**src/rtl/mdps_pkg.sv**
```systemverilog
`timescale 1ns / 1ps
`default_nettype none
// ----------------------------------------------------------------------------
// mdps_pkg
// Shared codes, types and arithmetic helpers for the masked plane smoother.
// ----------------------------------------------------------------------------
package mdps_pkg;

   // request modes
   localparam logic [1:0] MODE_LOAD = 2'd0;
   localparam logic [1:0] MODE_RUN  = 2'd1;
   localparam logic [1:0] MODE_READ = 2'd2;

   // register indexes
   localparam logic [2:0] REG_WIDTH  = 3'd0;
   localparam logic [2:0] REG_HEIGHT = 3'd1;
   localparam logic [2:0] REG_THRESH = 3'd2;
   localparam logic [2:0] REG_HQ     = 3'd3;
   localparam logic [2:0] REG_STR    = 3'd4;
   localparam logic [2:0] REG_SHOW   = 3'd5;

   // plane memory codes
   localparam logic [2:0] MEM_SRC  = 3'd0;
   localparam logic [2:0] MEM_SCR  = 3'd1;
   localparam logic [2:0] MEM_BLR  = 3'd2;
   localparam logic [2:0] MEM_MSK  = 3'd3;
   localparam logic [2:0] MEM_PING = 3'd4;
   localparam logic [2:0] MEM_PONG = 3'd5;

   // sequencer phases
   localparam logic [2:0] PH_IDLE  = 3'd0;
   localparam logic [2:0] PH_BLUR1 = 3'd1;
   localparam logic [2:0] PH_BLUR2 = 3'd2;
   localparam logic [2:0] PH_MASK  = 3'd3;
   localparam logic [2:0] PH_EDGE  = 3'd4;
   localparam logic [2:0] PH_VERT  = 3'd5;
   localparam logic [2:0] PH_HORZ  = 3'd6;

   // per-plane write enables
   typedef struct packed {
      logic src;
      logic scr;
      logic blr;
      logic msk;
      logic ping;
      logic pong;
   } mdps_wen_type;

   // floor(s/3) for s up to 765 by reciprocal multiply
   function automatic logic [7:0] div3(input logic [9:0] s);
      logic [19:0] p;
      p = 20'(s) * 20'd683;
      return p[18:11];
   endfunction

   // average of one to three samples, truncated
   function automatic logic [7:0] avg(input logic [9:0] s, input logic [1:0] cnt);
      logic [7:0] r;
      case (cnt)
         2'd1:    r = s[7:0];
         2'd2:    r = s[8:1];
         default: r = div3(s);
      endcase
      return r;
   endfunction

   function automatic logic [7:0] adiff(input logic [7:0] a, input logic [7:0] b);
      return (a > b) ? (a - b) : (b - a);
   endfunction

endpackage
`default_nettype wire

```
**src/rtl/mdps_engine.sv**
```systemverilog
`timescale 1ns / 1ps
`default_nettype none
// ----------------------------------------------------------------------------
// mdps_engine
// Run sequencer: walks the planes pixel by pixel, gathers neighbor taps from
// the plane memories one read per cycle, then writes at most one result per pixel.
// ----------------------------------------------------------------------------
module mdps_engine #(
   parameter int CW = 9,
   parameter int RW = 9
) (
   input  wire logic                  clock,
   input  wire logic                  reset,
   input  wire logic                  start,
   input  wire logic [CW:0]           w_eff,
   input  wire logic [RW:0]           h_eff,
   input  wire logic [7:0]            thresh,
   input  wire logic                  hq,
   input  wire logic [6:0]            n_pass,
   input  wire logic [7:0]            src_rd,
   input  wire logic [7:0]            scr_rd,
   input  wire logic [7:0]            blr_rd,
   input  wire logic                  msk_rd,
   input  wire logic [7:0]            ping_rd,
   input  wire logic [7:0]            pong_rd,
   output logic      [RW+CW-1:0]      rd_addr,
   output logic      [RW+CW-1:0]      wr_addr,
   output logic      [7:0]            wr_data,
   output mdps_pkg::mdps_wen_type     wen,
   output logic                      done
);
   import mdps_pkg::*;

   logic [2:0]    phase_ff, phase_in;
   logic [3:0]    step_ff, step_in;
   logic [CW-1:0] x_ff, x_in;
   logic [RW-1:0] y_ff, y_in;
   logic [6:0]    pass_ff, pass_in;
   logic [2:0]    in_mem_ff, in_mem_in;
   logic [2:0]    out_mem_ff, out_mem_in;
   logic [2:0]    rd_mem_ff;
   logic [7:0]    dat_ff [0:6];

   logic [2:0]        tap_mem;
   logic signed [1:0] tap_dy, tap_dx;
   logic [3:0]        n_reads;
   logic [RW-1:0]     ry;
   logic [CW-1:0]     rx;
   logic [7:0]        rd_sel;
   logic              bord, last_x, last_y, wr_step, cap_step;
   logic [2:0]        cap_idx;
   logic              m_hit;
   logic [9:0]        sum;
   logic [1:0]        cnt;
   logic [7:0]        val;

   // tap list for the current phase and step
   always_comb begin
      tap_mem = MEM_SRC;
      tap_dy  = 2'sd0;
      tap_dx  = 2'sd0;
      n_reads = 4'd1;
      case (phase_ff)
         PH_BLUR1, PH_BLUR2: begin
            n_reads = 4'd3;
            tap_mem = (phase_ff == PH_BLUR1) ? MEM_SRC : MEM_SCR;
            tap_dy  = (step_ff == 4'd0) ? -2'sd1 : ((step_ff == 4'd1) ? 2'sd0 : 2'sd1);
         end
         PH_MASK: begin
            n_reads = 4'd7;
            case (step_ff)
               4'd0: tap_mem = MEM_SCR;
               4'd1: begin tap_mem = MEM_SCR; tap_dy = 2'sd1; tap_dx = 2'sd1; end
               4'd2: begin tap_mem = MEM_SCR; tap_dx = 2'sd1; end
               4'd3: begin tap_mem = MEM_SCR; tap_dy = 2'sd1; end
               4'd4: tap_mem = MEM_BLR;
               4'd5: begin tap_mem = MEM_BLR; tap_dy = 2'sd1; end
               default: begin tap_mem = MEM_BLR; tap_dx = 2'sd1; end
            endcase
         end
         PH_EDGE: begin
            n_reads = 4'd1;
            tap_mem = MEM_SRC;
         end
         PH_VERT: begin
            n_reads = 4'd6;
            case (step_ff)
               4'd0: tap_mem = MEM_MSK;
               4'd1: begin tap_mem = MEM_MSK; tap_dy = -2'sd1; end
               4'd2: begin tap_mem = MEM_MSK; tap_dy = 2'sd1; end
               4'd3: begin tap_mem = in_mem_ff; tap_dy = -2'sd1; end
               4'd4: tap_mem = in_mem_ff;
               default: begin tap_mem = in_mem_ff; tap_dy = 2'sd1; end
            endcase
         end
         PH_HORZ: begin
            n_reads = 4'd7;
            case (step_ff)
               4'd0: tap_mem = MEM_MSK;
               4'd1: begin tap_mem = MEM_MSK; tap_dx = -2'sd1; end
               4'd2: begin tap_mem = MEM_MSK; tap_dx = 2'sd1; end
               4'd3: begin tap_mem = MEM_SCR; tap_dx = -2'sd1; end
               4'd4: tap_mem = MEM_SCR;
               4'd5: begin tap_mem = MEM_SCR; tap_dx = 2'sd1; end
               default: tap_mem = in_mem_ff;
            endcase
         end
         default: n_reads = 4'd1;
      endcase
   end

   // read address and capture select
   assign ry       = y_ff + RW'(tap_dy);
   assign rx       = x_ff + CW'(tap_dx);
   assign rd_addr  = {ry, rx};
   assign cap_step = (step_ff != 4'd0) && (step_ff <= n_reads);
   assign cap_idx  = 3'(step_ff - 4'd1);
   assign wr_step  = (phase_ff != PH_IDLE) && (step_ff == n_reads + 4'd1);

   always_comb begin
      case (rd_mem_ff)
         MEM_SRC:  rd_sel = src_rd;
         MEM_SCR:  rd_sel = scr_rd;
         MEM_BLR:  rd_sel = blr_rd;
         MEM_MSK:  rd_sel = {7'd0, msk_rd};
         MEM_PING: rd_sel = ping_rd;
         default:  rd_sel = pong_rd;
      endcase
   end

   // pixel position flags
   assign last_x = ({1'b0, x_ff} == w_eff - 1'b1);
   assign last_y = ({1'b0, y_ff} == h_eff - 1'b1);
   assign bord   = (x_ff == '0) || (y_ff == '0) || last_x || last_y;

   // detail test and smoothing sums
   assign m_hit = bord
      || (adiff(dat_ff[0], dat_ff[1]) >= thresh)
      || (adiff(dat_ff[2], dat_ff[3]) >= thresh)
      || (hq && ((adiff(dat_ff[4], dat_ff[5]) >= thresh)
              || (adiff(dat_ff[4], dat_ff[6]) >= thresh)));

   always_comb begin
      if (phase_ff == PH_VERT) begin
         sum = {2'd0, dat_ff[4]}
             + (dat_ff[1][0] ? 10'd0 : {2'd0, dat_ff[3]})
             + (dat_ff[2][0] ? 10'd0 : {2'd0, dat_ff[5]});
      end else begin
         sum = {2'd0, dat_ff[4]}
             + (dat_ff[1][0] ? 10'd0 : {2'd0, dat_ff[3]})
             + (dat_ff[2][0] ? 10'd0 : {2'd0, dat_ff[5]});
      end
      cnt = 2'd1 + {1'b0, ~dat_ff[1][0]} + {1'b0, ~dat_ff[2][0]};
   end

   // write value and enables
   always_comb begin
      wen = '0;
      val = dat_ff[0];
      case (phase_ff)
         PH_BLUR1, PH_BLUR2: begin
            val = bord ? dat_ff[1]
                       : div3({2'd0, dat_ff[0]} + {2'd0, dat_ff[1]} + {2'd0, dat_ff[2]});
            wen.scr = wr_step && (phase_ff == PH_BLUR1);
            wen.blr = wr_step && (phase_ff == PH_BLUR2);
         end
         PH_MASK: begin
            val     = {7'd0, m_hit};
            wen.msk = wr_step;
         end
         PH_EDGE: begin
            val      = dat_ff[0];
            wen.ping = wr_step && bord;
            wen.pong = wr_step && bord;
         end
         PH_VERT: begin
            val     = (bord || dat_ff[0][0]) ? dat_ff[4] : avg(sum, cnt);
            wen.scr = wr_step;
         end
         PH_HORZ: begin
            val      = dat_ff[0][0] ? dat_ff[6] : avg(sum, cnt);
            wen.ping = wr_step && !bord && (out_mem_ff == MEM_PING);
            wen.pong = wr_step && !bord && (out_mem_ff == MEM_PONG);
         end
         default: wen = '0;
      endcase
   end

   assign wr_addr = {y_ff, x_ff};
   assign wr_data = val;

   // scan and phase sequencing
   always_comb begin
      phase_in   = phase_ff;
      step_in    = step_ff;
      x_in       = x_ff;
      y_in       = y_ff;
      pass_in    = pass_ff;
      in_mem_in  = in_mem_ff;
      out_mem_in = out_mem_ff;
      done       = 1'b0;
      if (phase_ff == PH_IDLE) begin
         if (start) begin
            phase_in = PH_BLUR1;
            step_in  = '0;
            x_in     = '0;
            y_in     = '0;
         end
      end else if (!wr_step) begin
         step_in = step_ff + 4'd1;
      end else begin
         step_in = '0;
         if (!last_x) begin
            x_in = x_ff + 1'b1;
         end else begin
            x_in = '0;
            if (!last_y) begin
               y_in = y_ff + 1'b1;
            end else begin
               y_in = '0;
               unique case (phase_ff)
                  PH_BLUR1: phase_in = PH_BLUR2;
                  PH_BLUR2: phase_in = PH_MASK;
                  PH_MASK:  phase_in = PH_EDGE;
                  PH_EDGE: begin
                     phase_in   = PH_VERT;
                     pass_in    = '0;
                     in_mem_in  = MEM_SRC;
                     out_mem_in = MEM_PING;
                  end
                  PH_VERT:  phase_in = PH_HORZ;
                  PH_HORZ: begin
                     if (pass_ff + 7'd1 < n_pass) begin
                        phase_in   = PH_VERT;
                        pass_in    = pass_ff + 7'd1;
                        in_mem_in  = out_mem_ff;
                        out_mem_in = (out_mem_ff == MEM_PING) ? MEM_PONG : MEM_PING;
                     end else begin
                        phase_in = PH_IDLE;
                        done     = 1'b1;
                     end
                  end
                  default: phase_in = PH_IDLE;
               endcase
            end
         end
      end
   end

   // control registers
   always_ff @(posedge clock) begin
      if (reset) begin
         phase_ff <= PH_IDLE;
         step_ff  <= '0;
      end else begin
         phase_ff <= phase_in;
         step_ff  <= step_in;
      end
   end

   // position, pass and tap data
   always_ff @(posedge clock) begin
      x_ff       <= x_in;
      y_ff       <= y_in;
      pass_ff    <= pass_in;
      in_mem_ff  <= in_mem_in;
      out_mem_ff <= out_mem_in;
      rd_mem_ff  <= tap_mem;
      if (cap_step) begin
         dat_ff[cap_idx] <= rd_sel;
      end
   end

endmodule
`default_nettype wire

```
**config.mk**
```make
export PLATFORM = sky130hd
export DESIGN_NAME = mdps_engine
export DESIGN_NICKNAME = d
export VERILOG_FILES = /design/src/rtl/mdps_pkg.sv /design/src/rtl/mdps_engine.sv
export SDC_FILE = /design/constraint.sdc
export NUM_CORES = 1
export LEC_CHECK = 0
export BUFFER_PORTS_ARGS = -buffer_cell sky130_fd_sc_hd__clkbuf_2
export CAP_MARGIN = 20
export CORE_UTILIZATION = 28
export DETAILED_ROUTE_END_ITERATION = 16
export GPL_TIMING_DRIVEN = 0
export PLACE_DENSITY = 0.53
export SYNTH_ARGS = -nofsm -noshare
export SYNTH_HDL_FRONTEND = slang
export SYNTH_SLANG_ARGS = --single-unit
export TNS_END_PERCENT = 10
```
**constraint.sdc**
```tcl
create_clock -name clock -period 10 [get_ports clock]
set_input_delay 2 -clock clock [delete_from_list [all_inputs] [get_ports clock]]
set_output_delay 2 -clock clock [all_outputs]
set_load 0.05 [all_outputs]
```
Yosys cells after proc, flatten, opt, wreduce, memory -nomap -nowiden
Memory sizes are Yosys's and may differ from the RTL's.
Index checks and enable logic that the tools add are counted.
{ "totals": {"ff_bits": 41, "ramBits": 56, "input_bits": 80, "out_inout_bits": 51, "wordCells": 178, "memories": 1} }
{ "mem_list": {"columns": ["memory", "words", "width", "rd", "rd_clocked_by_memory_dff", "wr", "line", "text"], "rows": [
  ["dat_ff", 7, 8, 7, 0, 1, "mdps_engine.sv:42", "logic [7:0] dat_ff [0:6];"]
]} }
{ "classes": {"n_addsub": 24, "n_mul": 2, "n_lt_le_gt_ge": 10, "eq_ne": 24, "n_mux": 63, "bitwise": 3, "reduce_logical": 43} }
{ "op_table": {"columns": ["cell", "n"], "rows": [
  ["two-way mux 8 bit", 9],
  ["two-way mux 9 bit", 8],
  ["subtractor 8 bit", 8],
  ["one-hot mux 8 bit (5 select lines)", 1],
  ["multiplier 10 x 10 -> 19 bit, second input constant", 2],
  ["greater-or-equal comparator 8 bit", 4],
  ["> comparator 8 bit", 4],
  ["one-hot mux 8 bit (4 select lines)", 1],
  ["two-way mux 3 bit", 9],
  ["adder 9 x 8 -> 10 bit", 2],
  ["equality test 9 x 10 -> 1 bit", 2],
  ["subtractor 10 x 1 -> 10 bit, second input constant", 2],
  ["adder 8 x 8 -> 9 bit", 2],
  ["adder 9 x 1 -> 9 bit, second input constant", 2],
  ["adder 9 bit", 2],
  ["equality test 3 bit, second input constant", 6],
  ["logical NOT 9 bit", 2],
  ["one-hot mux 3 bit (2 select lines)", 3],
  ["one-hot mux 3 bit (6 select lines)", 1],
  ["one-hot mux 2 bit (2 select lines)", 4],
  ["one-hot mux 8 bit (2 select lines)", 1],
  ["two-way mux 1 bit", 15],
  ["one-hot mux 7 bit (2 select lines)", 1],
  ["equality test 3 x 2 -> 1 bit, second input constant", 4],
  ["38 further kinds", 74]
]} }

Depth between registers and ports, before layout
Gate-level depths: netlist of run 1.
{ "depth": {"word_depth": 9, "mapped_depth": 34, "mapped_depth_nobuf": 34} }

Worst setup path after synthesis of run 1
OpenSTA, ideal clock, no wires.
{ "synth_path": {"path_type": "register to output", "startpoint": "memory dat_ff[1][0]", "endpoint": "output wr_data[7]", "arrival_ns": 7.863, "required_ns": 8.000, "slack_ns": 0.137, "path_stages_with_launch": 35, "n_path_buf": 0, "cell_sequence": "edfxtp_1 -> clkinv_1 -> nand2_1 -> fa_1 -> inv_1 -> ha_1 -> inv_1 -> fa_1 -> nand2b_1 -> a21oi_1 -> a21o_1 -> a21o_1 -> xnor2_1 -> clkinv_1 -> xnor2_1 -> inv_1 -> ha_1 -> inv_1 -> fa_1 -> inv_1 -> fa_1 -> inv_1 -> fa_1 -> inv_1 -> ha_1 -> a211oi_1 -> nand2_1 -> a2111oi_0 -> or4_1 -> a31oi_1 -> a21oi_1 -> xnor2_1 -> a211oi_1 -> nand2_1 -> a32oi_1"} }
{ "synth_rtl": {"columns": ["element", "line", "text"], "rows": [
  ["start, declared", "mdps_engine.sv:42", null],
  ["end, declared", "mdps_engine.sv:28", "output logic [7:0] wr_data,"]
]} }

==> PnR_summary.wiki, run 1 <==
{| class="wikitable"
! Metric !! Value
|-
| Number of DRC markers in iteration 0 || 624
|-
| Final hold slack || 0.579 ns
|-
| Most common cell type on the critical path || sky130_fd_sc_hd__fa_1
|-
| Non-filler cells, final || 2315
|-
| Critical-path cell with the highest stage delay || sky130_fd_sc_hd__fa_1
|-
| Total count of hold-check failures in the final report || 0
|-
| Total setup violations reported at the end of the flow || 0
|-
| Cells after Synth || 1514
|-
| Combined flip-flop and latch cell area || 2720 um^2
|-
| Buffers and inverters on the worst path || 7
|-
| Share of synthesized registers carrying an async set or reset || 0
|-
| Core Box Area || 48000 um^2
|-
| Max Clock Skew || 0.0133 ns
|-
| Via Count || 11.4k
|-
| Syn-to-layout area delta || 19.2%
|-
| Maximum clock insertion buffer count || 2
|-
| Global-route total usage across every layer || 0.157
|-
| Leakage || 7.60 nW
|-
| Worst path arrival time || 7.86 ns
|-
| Area of the multi-input gates || 10500 um^2
|-
| Synthesis Warnings || 0
|-
| Setup repair after global routing missed its margin || true
|-
| Flop2flop setup slack || 5.85 ns
|-
| Post-layout power || 3.52 mW
|-
| Post-route clock period utilization || 0.986
|-
| Fraction of post-synthesis cell area in the top cell type by area || 0.237
|-
| Total nets after synthesis || 1922
|-
| Number of distinct library cells after synthesis || 83
|-
| CP delay by family, top || adder cells
|-
| Number of cells on the critical path || 32
|-
| Slew margin rel. || 0.282
|-
| Critical Path Fanout Max || 3
|-
| Routability-driven placement congestion ratio || 0.897
|-
| Site row count || 80
|-
| Gr ovfl total || 0
|-
| Via/cell ratio || 4.92
|-
| Worst stage delay on the critical path || 0.55 ns
|-
| Count of boundary I/O pins || 131
|-
| Avg Cell Area, Syn || 9.05 um^2
|-
| CP Data Required Time || 8.00 ns
|-
| Clock Root Buffer || sky130_fd_sc_hd__clkbuf_16
|-
| First-pass DRT Iterations || 6
|-
| Port Buf Inserts || 128
|-
| Critical R2R Capture || in_mem_ff[0]$_SDFFCE_PN0P_
|-
| First-pass GRT wire length || 61500 um
|-
| Period minus WS final || 9.86 ns
|-
| Vias in the first global route || 11.4k
|-
| Seq/Total Area, Yosys || 0.199
|-
| Post-detailed-placement half-perimeter wirelength || 32500 um
|-
| Cell area power density || 216 nW/um^2
|-
| Vertical extent of the die || 223 um
|-
| Maximum clock frequency || 101 MHz
|-
| Fraction of final layout cells with drive strength greater than 1 || 0.176
|-
| Reg-to-Reg Start || phase_ff[0]$_SDFFE_PP0P_
|-
| Skew-Pair Late Insertion Delay || 0.35 ns
|-
| Setup TNS after final layout || 0 ns
|-
| Synth area leaders || sky130_fd_sc_hd__ha_1, sky130_fd_sc_hd__edfxtp_1, sky130_fd_sc_hd__fa_1, sky130_fd_sc_hd__inv_1, sky130_fd_sc_hd__xnor2_1
|-
| Beginning of the critical path || dat_ff[1][0]$_DFFE_PP_
|-
| Run status || complete, no violations
|-
| Number of antenna violations at the first check in global routing || 0
|-
| H-tree levels || 3
|-
| Critical path destination || wr_data[1]
|-
| Class of the worst hold path || reg2reg
|-
| Instance count after placement with tap cells included || 2263
|-
| Fill count || 5008
|-
| Pin count of the biggest net entering global routing || 18
|-
| Final design utilization || 0.340
|-
| Clock tree from TritonCTS || yes
|-
| Netlist Area Pre-Place || 13700 um^2
|-
| Main synth FF type || sky130_fd_sc_hd__edfxtp_1
|-
| Transition time at the pin with the least slew margin || 1.07 ns
|-
| Die outline area || 49800 um^2
|-
| Fin. max-slew vios || 0
|-
| Area leader, netlist || sky130_fd_sc_hd__ha_1
|-
| Clk pin slew, worst setup/hold paths || 0.08 ns
|-
| Antenna diode count || 0
|-
| Post-synthesis sequential element count || 94
|-
| Number of clock sinks || 94
|-
| Area after DPL || 15200 um^2
|-
| Total number of nets in the final design || 2103
|-
| DRT Wirelength || 39500 um
|-
| Number of synthesized flops with an enable pin || 84
|-
| Post-detailed-route DRC marker count || 0
|-
| Most frequent cells in the layout || sky130_fd_sc_hd__ha_1, sky130_fd_sc_hd__inv_1, sky130_fd_sc_hd__clkbuf_2
|-
| CTS Buf Count || 9
|-
| Number of nets with antenna violations after routing || 0
|-
| Area of all placed cells without fillers || 16300 um^2
|-
| Kind of launch point of the worst setup path || register
|-
| Worst r2r path cells || 11
|-
| Commonest non-fill, non-tap cell in the layout || sky130_fd_sc_hd__ha_1
|-
| Setup slack after layout || 0.143 ns
|-
| Critical path class || reg2out
|-
| Worst-case vdd ir drop || 0.522 mV
|-
| Final routed wire length divided by cell count || 17.1 um
|-
| Setup WS pre-CTS || -1.52 ns
|-
| Count of hold-fix buffers inserted at cts || 0
|-
| CP Capture Type || primary output
|-
| Die width || 223 um
|-
| Starting utilization of the core area || 0.285
|-
| Maximum capacitance violations || 0
|}
[sequential cells by signal (all words and copies together), names as in the netlist]
register,flops
dat_ff,56
y_ff,9
step_ff,4
out_mem_ff,1
phase_ff,3
x_ff,9
in_mem_ff,2
rd_mem_ff,3
pass_ff,7
[worst min-delay path by stage]
stage / cells past startpoint / to / slack (ns) / start
2_1_floorplan: 1 / rd_mem_ff[2]$_DFF_P_ / 0.45 / in_mem_ff[2]$_SDFFCE_PN0P_
3_3_place_gp: 1 / rd_mem_ff[2]$_DFF_P_ / 0.58 / in_mem_ff[2]$_SDFFCE_PN0P_
3_5_place_dp: 1 / rd_mem_ff[2]$_DFF_P_ / 0.57 / in_mem_ff[2]$_SDFFCE_PN0P_
4_1_cts: 1 / rd_mem_ff[2]$_DFF_P_ / 0.58 / in_mem_ff[2]$_SDFFCE_PN0P_
5_1_grt: 1 / rd_mem_ff[2]$_DFF_P_ / 0.59 / in_mem_ff[2]$_SDFFCE_PN0P_
6_report: 1 / rd_mem_ff[2]$_DFF_P_ / 0.58 / in_mem_ff[2]$_SDFFCE_PN0P_
[kinds of logic after synthesis]
logic type	after synthesis	share of synthesized area
multiplexers	46	0.0353
buffers and inverters	257	0.0719
AO/OA/AOI/OAI	317	0.151
other	1	0.000274
adder cells (fa/ha/maj)	328	0.337
AND/OR/NAND/NOR	351	0.129
flip-flops	94	0.199
XOR/XNOR	120	0.0767
[worst reg2reg max path: cells and delay by family (launching register included)]
| family | cells | cell delay, ns |
|---|---|---|
| adder cells (fa/ha/maj) | 1 | 0.39 |
| buffers and inverters | 3 | 0.87 |
| flip-flops | 1 | 0.31 |
| AND/OR/NAND/NOR | 7 | 2.19 |
[synth_stat cells, types with 5 or more instances]
master                     count
sky130_fd_sc_hd__ha_1        260
sky130_fd_sc_hd__inv_1       221
sky130_fd_sc_hd__a21oi_1     103
sky130_fd_sc_hd__nor2_1       99
sky130_fd_sc_hd__edfxtp_1     84
sky130_fd_sc_hd__nand2_1      81
sky130_fd_sc_hd__xnor2_1      74
sky130_fd_sc_hd__fa_1         68
sky130_fd_sc_hd__o21ai_0      51
sky130_fd_sc_hd__xor2_1       46
sky130_fd_sc_hd__mux2i_1      36
sky130_fd_sc_hd__nor3_1       29
sky130_fd_sc_hd__a21o_1       28
sky130_fd_sc_hd__clkbuf_1     23
sky130_fd_sc_hd__nand2b_1     22
sky130_fd_sc_hd__nor2b_1      22
sky130_fd_sc_hd__a211oi_1     21
sky130_fd_sc_hd__nand3_1      19
sky130_fd_sc_hd__o21a_1       14
sky130_fd_sc_hd__a221oi_1     12
sky130_fd_sc_hd__a31oi_1      12
sky130_fd_sc_hd__o21bai_1     12
sky130_fd_sc_hd__and2_1       11
sky130_fd_sc_hd__nand4_1      11
sky130_fd_sc_hd__o22ai_1      11
sky130_fd_sc_hd__and3_1       10
sky130_fd_sc_hd__dfxtp_1      10
sky130_fd_sc_hd__mux2_2        9
sky130_fd_sc_hd__or3_1         8
sky130_fd_sc_hd__a211o_1       5
sky130_fd_sc_hd__buf_2         5
sky130_fd_sc_hd__nor4_1        5
sky130_fd_sc_hd__or4_1         5
[routing by layer]
layer | wire (um) | vias to the layer above | track usage
met3 | 2110 | 28 | 0.0257
met5 | 0 | - | 0
met4 | 562 | 0 | 0.0347
met1 | 17300 | 5456 | 0.198
met2 | 19500 | 265 | 0.279
li1 | - | 5646 | -
[report_power, final]
group / switching (mW) / internal, mW
registers: 0.109 / 0.507
logic: 1.60 / 0.923
clock network: 0.166 / 0.224
total: 1.87 / 1.65
[cell type report]
cell class | count | area share
plain buffers | 32 | 0.00865
clock buffers | 10 | 0.0140
clock inverters | 6 | 0.00597
inverters | 225 | 0.0525
multi-input cells | 1163 | 0.643
flip-flops and latches | 94 | 0.167
well taps | 615 | 0.0471
repair buffers | 170 | 0.0623
[repair_timing]
| item | CTS | global route |
|---|---|---|
| hold endpoints to repair | 0 | 0 |
| endpoints found under the setup margin | 8 | 8 |
| buffers inserted | 14 | 21 |
| gates resized for setup | 43 | 75 |
| pin swaps | 13 | 42 |
Note: power is estimated with default switching activity, not from simulation.
==> run 2, diff against run 1 <==
--- a/config.mk
+++ b/config.mk
@@ -10,7 +10,7 @@
 export CORE_UTILIZATION = 28
 export DETAILED_ROUTE_END_ITERATION = 16
 export GPL_TIMING_DRIVEN = 0
-export PLACE_DENSITY = 0.53
+export PLACE_DENSITY_LB_ADDON = 0.12
 export SYNTH_ARGS = -nofsm -noshare
 export SYNTH_HDL_FRONTEND = slang
 export SYNTH_SLANG_ARGS = --single-unit
==> PnR_summary.wiki, run 2 (synthesis gave the netlist of run 1 again) <==
{| class="wikitable"
! Metric !! Value
|-
| Worst path arrival time || 7.80 ns (-0.06 ns)
|-
| Port Buf Inserts || 128 (unchanged)
|-
| Worst stage delay on the critical path || 0.57 ns (+0.02 ns)
|-
| H-tree levels || 3 (unchanged)
|-
| Final routed wire length divided by cell count || 18.1 um (+6.1%)
|-
| Total setup violations reported at the end of the flow || 0 (unchanged)
|-
| Pin count of the biggest net entering global routing || 18 (unchanged)
|-
| Die width || 223 um (unchanged)
|-
| Vertical extent of the die || 223 um (unchanged)
|-
| DRT Wirelength || 41800 um (+6.0%)
|-
| Clk pin slew, worst setup/hold paths || 0.08 ns (about the same)
|-
| Run status || complete, no violations
|-
| Total count of hold-check failures in the final report || 0 (unchanged)
|-
| Maximum capacitance violations || 0 (unchanged)
|-
| Fraction of final layout cells with drive strength greater than 1 || 0.171 (-0.00509)
|-
| Register name with the most flops || dat_ff
|-
| CP Capture Type || primary output
|-
| Antenna diode count || 0 (unchanged)
|-
| Maximum clock insertion buffer count || 2 (unchanged)
|-
| Gr ovfl total || 0 (unchanged)
|-
| Syn-to-layout area delta || 18.2%
|-
| Clock Root Buffer || sky130_fd_sc_hd__clkbuf_16
|-
| Global-route total usage across every layer || 0.168 (+0.0113)
|-
| Critical-path cell with the highest stage delay || sky130_fd_sc_hd__fa_1
|-
| Worst-case vdd ir drop || 0.373 mV (-29%)
|-
| Count of boundary I/O pins || 131 (unchanged)
|-
| Site row count || 80 (unchanged)
|-
| Final hold slack || 0.606 ns (+0.0270 ns)
|-
| Number of clock sinks || 94 (unchanged)
|-
| Largest registers || dat_ff (56), x_ff (9), y_ff (9)
|-
| First-pass GRT wire length || 64500 um (+4.9%)
|-
| Maximum clock frequency || 102 MHz (+0.61%)
|-
| Count of hold-fix buffers inserted at cts || 0 (unchanged)
|-
| Period minus WS final || 9.80 ns (-0.0597 ns)
|-
| Number of DRC markers in iteration 0 || 531 (-15%)
|-
| Starting utilization of the core area || 0.285 (unchanged)
|-
| Slew margin rel. || 0.219 (-0.0628)
|-
| Cell area power density || 213 nW/um^2 (-1.1%)
|-
| Kind of launch point of the worst setup path || register
|-
| Skew-Pair Late Insertion Delay || 0.35 ns (about the same)
|-
| Core Box Area || 48000 um^2 (unchanged)
|-
| Fin. max-slew vios || 0 (unchanged)
|-
| Clock tree from TritonCTS || yes
|-
| Via Count || 11.2k (-1.5%)
|-
| Routability-driven placement congestion ratio || 0.823 (-8.2%)
|-
| Die outline area || 49800 um^2 (unchanged)
|-
| Transition time at the pin with the least slew margin || 1.17 ns (+0.0938 ns)
|-
| Total number of nets in the final design || 2101 (-0.095%)
|-
| Post-detailed-placement half-perimeter wirelength || 34500 um (+6.0%)
|-
| Leakage || 7.56 nW (-0.55%)
|-
| Post-route clock period utilization || 0.980 (-0.00597)
|-
| CTS Buf Count || 9 (unchanged)
|-
| Commonest non-fill, non-tap cell in the layout || sky130_fd_sc_hd__ha_1
|-
| Number of nets with antenna violations after routing || 0 (unchanged)
|-
| Critical Path Fanout Max || 3 (unchanged)
|-
| Setup repair after global routing missed its margin || true
|-
| Post-detailed-route DRC marker count || 0 (unchanged)
|-
| Most frequent cells in the layout || sky130_fd_sc_hd__ha_1, sky130_fd_sc_hd__inv_1, sky130_fd_sc_hd__clkbuf_2
|-
| Max Clock Skew || 0.0137 ns (+0.000347 ns)
|-
| CP Data Required Time || 8.00 ns (about the same)
|-
| Number of antenna violations at the first check in global routing || 0 (unchanged)
|-
| Critical path class || reg2out
|-
| Number of flip-flops under the largest register name || 56 (unchanged)
|-
| Instance count after placement with tap cells included || 2261 (-0.088%)
|-
| Class of the worst hold path || reg2reg
|-
| First-pass DRT Iterations || 5 (-1)
|-
| Vias in the first global route || 11.3k (-0.46%)
|-
| Non-filler cells, final || 2313 (-0.086%)
|-
| Fill count || 5049 (+0.82%)
|-
| Via/cell ratio || 4.85 (-1.4%)
|}
==> run 2: cell types whose count changed in the layout (fill, tap and decap cells not counted), sizes merged <==
cell    before  now
bufinv       2    1
buf         53   51
inv        226  225
clkinv       3    5
==> run 2: worst paths after layout <==
path	endpoint	start	cells past startpoint	slack [ns]
worst max register to register	in_mem_ff[2]$_SDFFCE_PN0P_	phase_ff[0]$_SDFFE_PP0P_	11	5.73
worst min-delay path	out_mem_ff[0]$_SDFFCE_PN0P_	out_mem_ff[0]$_SDFFCE_PN0P_	1	0.61
worst min register to register	out_mem_ff[0]$_SDFFCE_PN0P_	out_mem_ff[0]$_SDFFCE_PN0P_	1	0.61
worst max-delay path	wr_data[1]	dat_ff[2][0]$_DFFE_PP_	33	0.20
==> run 2: stage by stage <==
step / utilization / TNS, ns / area, um^2 / power, mW / worst slack (ns)
floorplan: - / 0 / 13700 / 2.30 / 0.137
global placement: 0.315 / -10.43 / 15100 / 2.88 / -1.70
detailed placement: 0.315 / -10.79 / 15200 / 2.90 / -1.72
CTS: 0.331 / -0.000143 / 15900 / 3.36 / -0.000143
global route: 0.337 / -0.116 / 16200 / 3.74 / -0.0702
finish: 0.337 / 0 / 16200 / 3.46 / 0.202
==> run 2: repair_timing <==
item | 4_1_cts | 5_1_grt
setup buffers | 23 | 12
pin swaps | 16 | 40
gates resized for setup | 52 | 47
setup endpoints to repair | 8 | 8
==> run 2: area by class of cell <==
type / instances / area [um^2] / share of cell area
inverter: 225 / 860 / 0.0531
timing repair buffer: 168 / 1000 / 0.0619
sequential: 94 / 2720 / 0.168
buffer: 32 / 141 / 0.00873
tap: 615 / 769 / 0.0475
clock inverter: 6 / 75.1 / 0.00463
clock buffer: 10 / 229 / 0.0141
multi-input combinational: 1163 / 10400 / 0.642
==> run 2: metal layers <==
layer,vias to the layer above,global-route usage,wire (um)
met4,0,0.0271,431
met1,5427,0.212,19200
met3,20,0.0191,1010
li1,5636,-,-
met5,-,0,0
met2,143,0.310,21200
==> run 2: critical path, delay by kind of cell (launching register included) <==
kind                       cells  cell delay (ns)
and+or+nand+nor                6             0.98
adders and majority gates      8             3.06
AOI/OAI and AO/OA              8             1.55
DFF                            1             0.38
muxes                          1             0.30
buffers and inverters          8             0.77
xor gates and xnor gates       2             0.41
==> run 2: where the power goes <==
group,total [mW],internal [mW],switching (mW)
Clock,0.369,0.199,0.170
Combinational,2.47,0.890,1.58
Sequential,0.621,0.507,0.114
==> run 3, diff against run 2 <==
--- a/config.mk
+++ b/config.mk
@@ -7,6 +7,7 @@
 export LEC_CHECK = 0
 export BUFFER_PORTS_ARGS = -buffer_cell sky130_fd_sc_hd__clkbuf_2
 export CAP_MARGIN = 20
+export CORE_MARGIN = 3
 export CORE_UTILIZATION = 28
 export DETAILED_ROUTE_END_ITERATION = 16
 export GPL_TIMING_DRIVEN = 0
==> PnR_summary.wiki, run 3 (synthesis gave the netlist of run 1 again) <==
{| class="wikitable"
! Metric !! Value
|-
| Setup slack after layout || 0.210 ns (+0.00734 ns)
|-
| Syn-to-layout area delta || 18.4%
|-
| Post-route clock period utilization || 0.979 (about the same)
|-
| Fraction of final layout cells with drive strength greater than 1 || 0.176 (+0.00412)
|-
| Routability-driven placement congestion ratio || 0.874 (+6.1%)
|-
| Via Count || 11.2k (+0.11%)
|-
| Fill count || 5007 (-0.83%)
|-
| Worst stage delay on the critical path || 0.58 ns (about the same)
|-
| Final design utilization || 0.338 (+0.000573)
|-
| Critical Path Fanout Max || 4 (+1)
|-
| Maximum clock frequency || 102 MHz (about the same)
|-
| Number of clock sinks || 94 (unchanged)
|-
| Post-detailed-placement half-perimeter wirelength || 34800 um (+0.92%)
|-
| Area of the multi-input gates || 10400 um^2 (+0.30%)
|-
| Starting utilization of the core area || 0.285 (unchanged)
|-
| CP Capture Type || primary output
|-
| Number of nets with antenna violations after routing || 0 (unchanged)
|-
| Leakage || 7.55 nW (-0.13%)
|-
| Period minus WS final || 9.79 ns (-0.00734 ns)
|-
| Max Clock Skew || 0.0107 ns (-0.00292 ns)
|-
| Total count of hold-check failures in the final report || 0 (unchanged)
|-
| Die outline area || 51600 um^2 (+3.6%)
|-
| Combined flip-flop and latch cell area || 2720 um^2 (unchanged)
|-
| Final hold slack || 0.614 ns (+0.00823 ns)
|-
| Setup TNS after final layout || 0 ns (unchanged)
|-
| Core Box Area || 48000 um^2 (unchanged)
|-
| Critical-path cell with the highest stage delay || sky130_fd_sc_hd__fa_1
|-
| Class of the worst hold path || reg2reg
|-
| Setup WS pre-CTS || -1.67 ns (+0.0470 ns)
|-
| Pin count of the biggest net entering global routing || 19 (+1)
|-
| Kind of launch point of the worst setup path || register
|-
| Cell area power density || 210 nW/um^2 (-1.6%)
|-
| Maximum clock insertion buffer count || 2 (unchanged)
|-
| Post-detailed-route DRC marker count || 0 (unchanged)
|-
| Area of all placed cells without fillers || 16200 um^2 (+0.17%)
|-
| Final routed wire length divided by cell count || 18.3 um (+1.1%)
|-
| Clock tree from TritonCTS || yes
|-
| Slew margin rel. || 0.229 (+0.00988)
|-
| Largest registers || dat_ff (56), x_ff (9), y_ff (9)
|-
| Count of hold-fix buffers inserted at cts || 0 (unchanged)
|-
| Number of flip-flops under the largest register name || 56 (unchanged)
|-
| Total setup violations reported at the end of the flow || 0 (unchanged)
|-
| Number of DRC markers in iteration 0 || 461 (-13%)
|-
| Transition time at the pin with the least slew margin || 1.15 ns (-0.0148 ns)
|-
| Maximum capacitance violations || 0 (unchanged)
|-
| Commonest non-fill, non-tap cell in the layout || sky130_fd_sc_hd__ha_1
|-
| Critical path class || reg2out
|-
| Total number of nets in the final design || 2101 (unchanged)
|-
| Vias in the first global route || 11.6k (+2.6%)
|-
| Setup repair after global routing missed its margin || true
|-
| First-pass GRT wire length || 65500 um (+1.5%)
|-
| Worst path arrival time || 7.79 ns (about the same)
|-
| Die width || 227 um (+1.8%)
|-
| DRT Wirelength || 42300 um (+1.1%)
|-
| Most frequent cells in the layout || sky130_fd_sc_hd__ha_1, sky130_fd_sc_hd__inv_1, sky130_fd_sc_hd__clkbuf_2
|-
| Vertical extent of the die || 227 um (+1.8%)
|-
| Register name with the most flops || dat_ff
|-
| Clk pin slew, worst setup/hold paths || 0.08 ns (about the same)
|-
| Area after DPL || 15200 um^2 (unchanged)
|-
| Via/cell ratio || 4.86 (about the same)
|-
| CTS Buf Count || 9 (unchanged)
|-
| Port Buf Inserts || 128 (unchanged)
|-
| Clock Root Buffer || sky130_fd_sc_hd__clkbuf_16
|-
| Site row count || 80 (unchanged)
|-
| Run status || complete, no violations
|-
| Number of antenna violations at the first check in global routing || 0 (unchanged)
|-
| Fin. max-slew vios || 0 (unchanged)
|-
| Worst-case vdd ir drop || 0.446 mV (+20%)
|-
| Count of boundary I/O pins || 131 (unchanged)
|-
| Skew-Pair Late Insertion Delay || 0.36 ns (about the same)
|-
| CP Data Required Time || 8.00 ns (about the same)
|-
| Most common cell type on the critical path || sky130_fd_sc_hd__fa_1
|-
| First-pass DRT Iterations || 5 (unchanged)
|-
| Gr ovfl total || 0 (unchanged)
|-
| H-tree levels || 3 (unchanged)
|-
| Global-route total usage across every layer || 0.165 (-0.00308)
|}
-- run 3: cell types whose count changed in the layout (fill, tap and decap cells not counted), moves of 2 or more --
cell / previous run / this run
sky130_fd_sc_hd__buf_4: 36 / 34
sky130_fd_sc_hd__nand2_1: 80 / 78
sky130_fd_sc_hd__nand2_2: 2 / 4
sky130_fd_sc_hd__buf_6: 6 / 8
sky130_fd_sc_hd__ha_1: 249 / 246
sky130_fd_sc_hd__ha_2: 3 / 5
sky130_fd_sc_hd__clkinvlp_4: 0 / 2
-- run 3: final cells by class --
cell class                 instances  share of cell area
antenna                            1            0.000154
buffer                            32             0.00871
clock buffer                       9              0.0139
clock inverter                     7             0.00416
inverter                         225              0.0528
multi-input combinational       1163               0.643
sequential                        94               0.168
tap                              615              0.0474
timing repair buffer             168              0.0622
-- run 3: worst max-delay path: cells and delay by family (launching register included) --
| family | cells | cell delay (ns) |
|---|---|---|
| adder cells (fa/ha/maj) | 8 | 3.13 |
| AO/OA/AOI/OAI | 8 | 1.54 |
| AND/OR/NAND/NOR | 5 | 0.89 |
| buffers and inverters | 6 | 0.60 |
| flip-flops | 1 | 0.48 |
| XOR/XNOR | 2 | 0.48 |
| multiplexers | 1 | 0.30 |
-- run 3: power breakdown --
part           leakage, nW  internal (mW)  switching (mW)
combinational         6.58          0.869            1.57
sequential           0.831          0.507           0.113
clock                0.139          0.175           0.177
total                 7.55           1.55            1.86
-- run 3: timing repair --
action / CTS / global route
pin swaps: 14 / 40
setup buffers: 16 / 19
resized for setup: 48 / 60
endpoints found under the setup margin: 8 / 8
-- run 3: path summary, 6_finish.rpt --
kind                                  from                          to  slack (ns)  cells past startpoint
setup reg to reg  phase_ff[0]$_SDFFE_PP0P_  in_mem_ff[2]$_SDFFCE_PN0P_        5.74                     11
hold reg to reg   phase_ff[1]$_SDFFE_PP0P_    phase_ff[1]$_SDFFE_PP0P_        0.61                      3
hold / removal    phase_ff[1]$_SDFFE_PP0P_    phase_ff[1]$_SDFFE_PP0P_        0.61                      3
setup / recovery    dat_ff[2][0]$_DFFE_PP_                  wr_data[1]        0.21                     30
-- run 3: metal layers --
metal  vias up  share of wire  GRT usage
met4         0          0.016     0.0318
met3        30          0.031     0.0219
met5         -              0          0
met1      5406           0.46      0.211
li1       5631              -          -
met2       171           0.50      0.300
-- run 3: metrics by stage --
stage / power [mW] / std cells
after floorplan: 2.30 / 1514
after global placement: 2.88 / 2257
after detailed placement: 2.90 / 2261
after CTS: 3.37 / 2293
after global routing: 3.73 / 2313
final: 3.41 / 2314
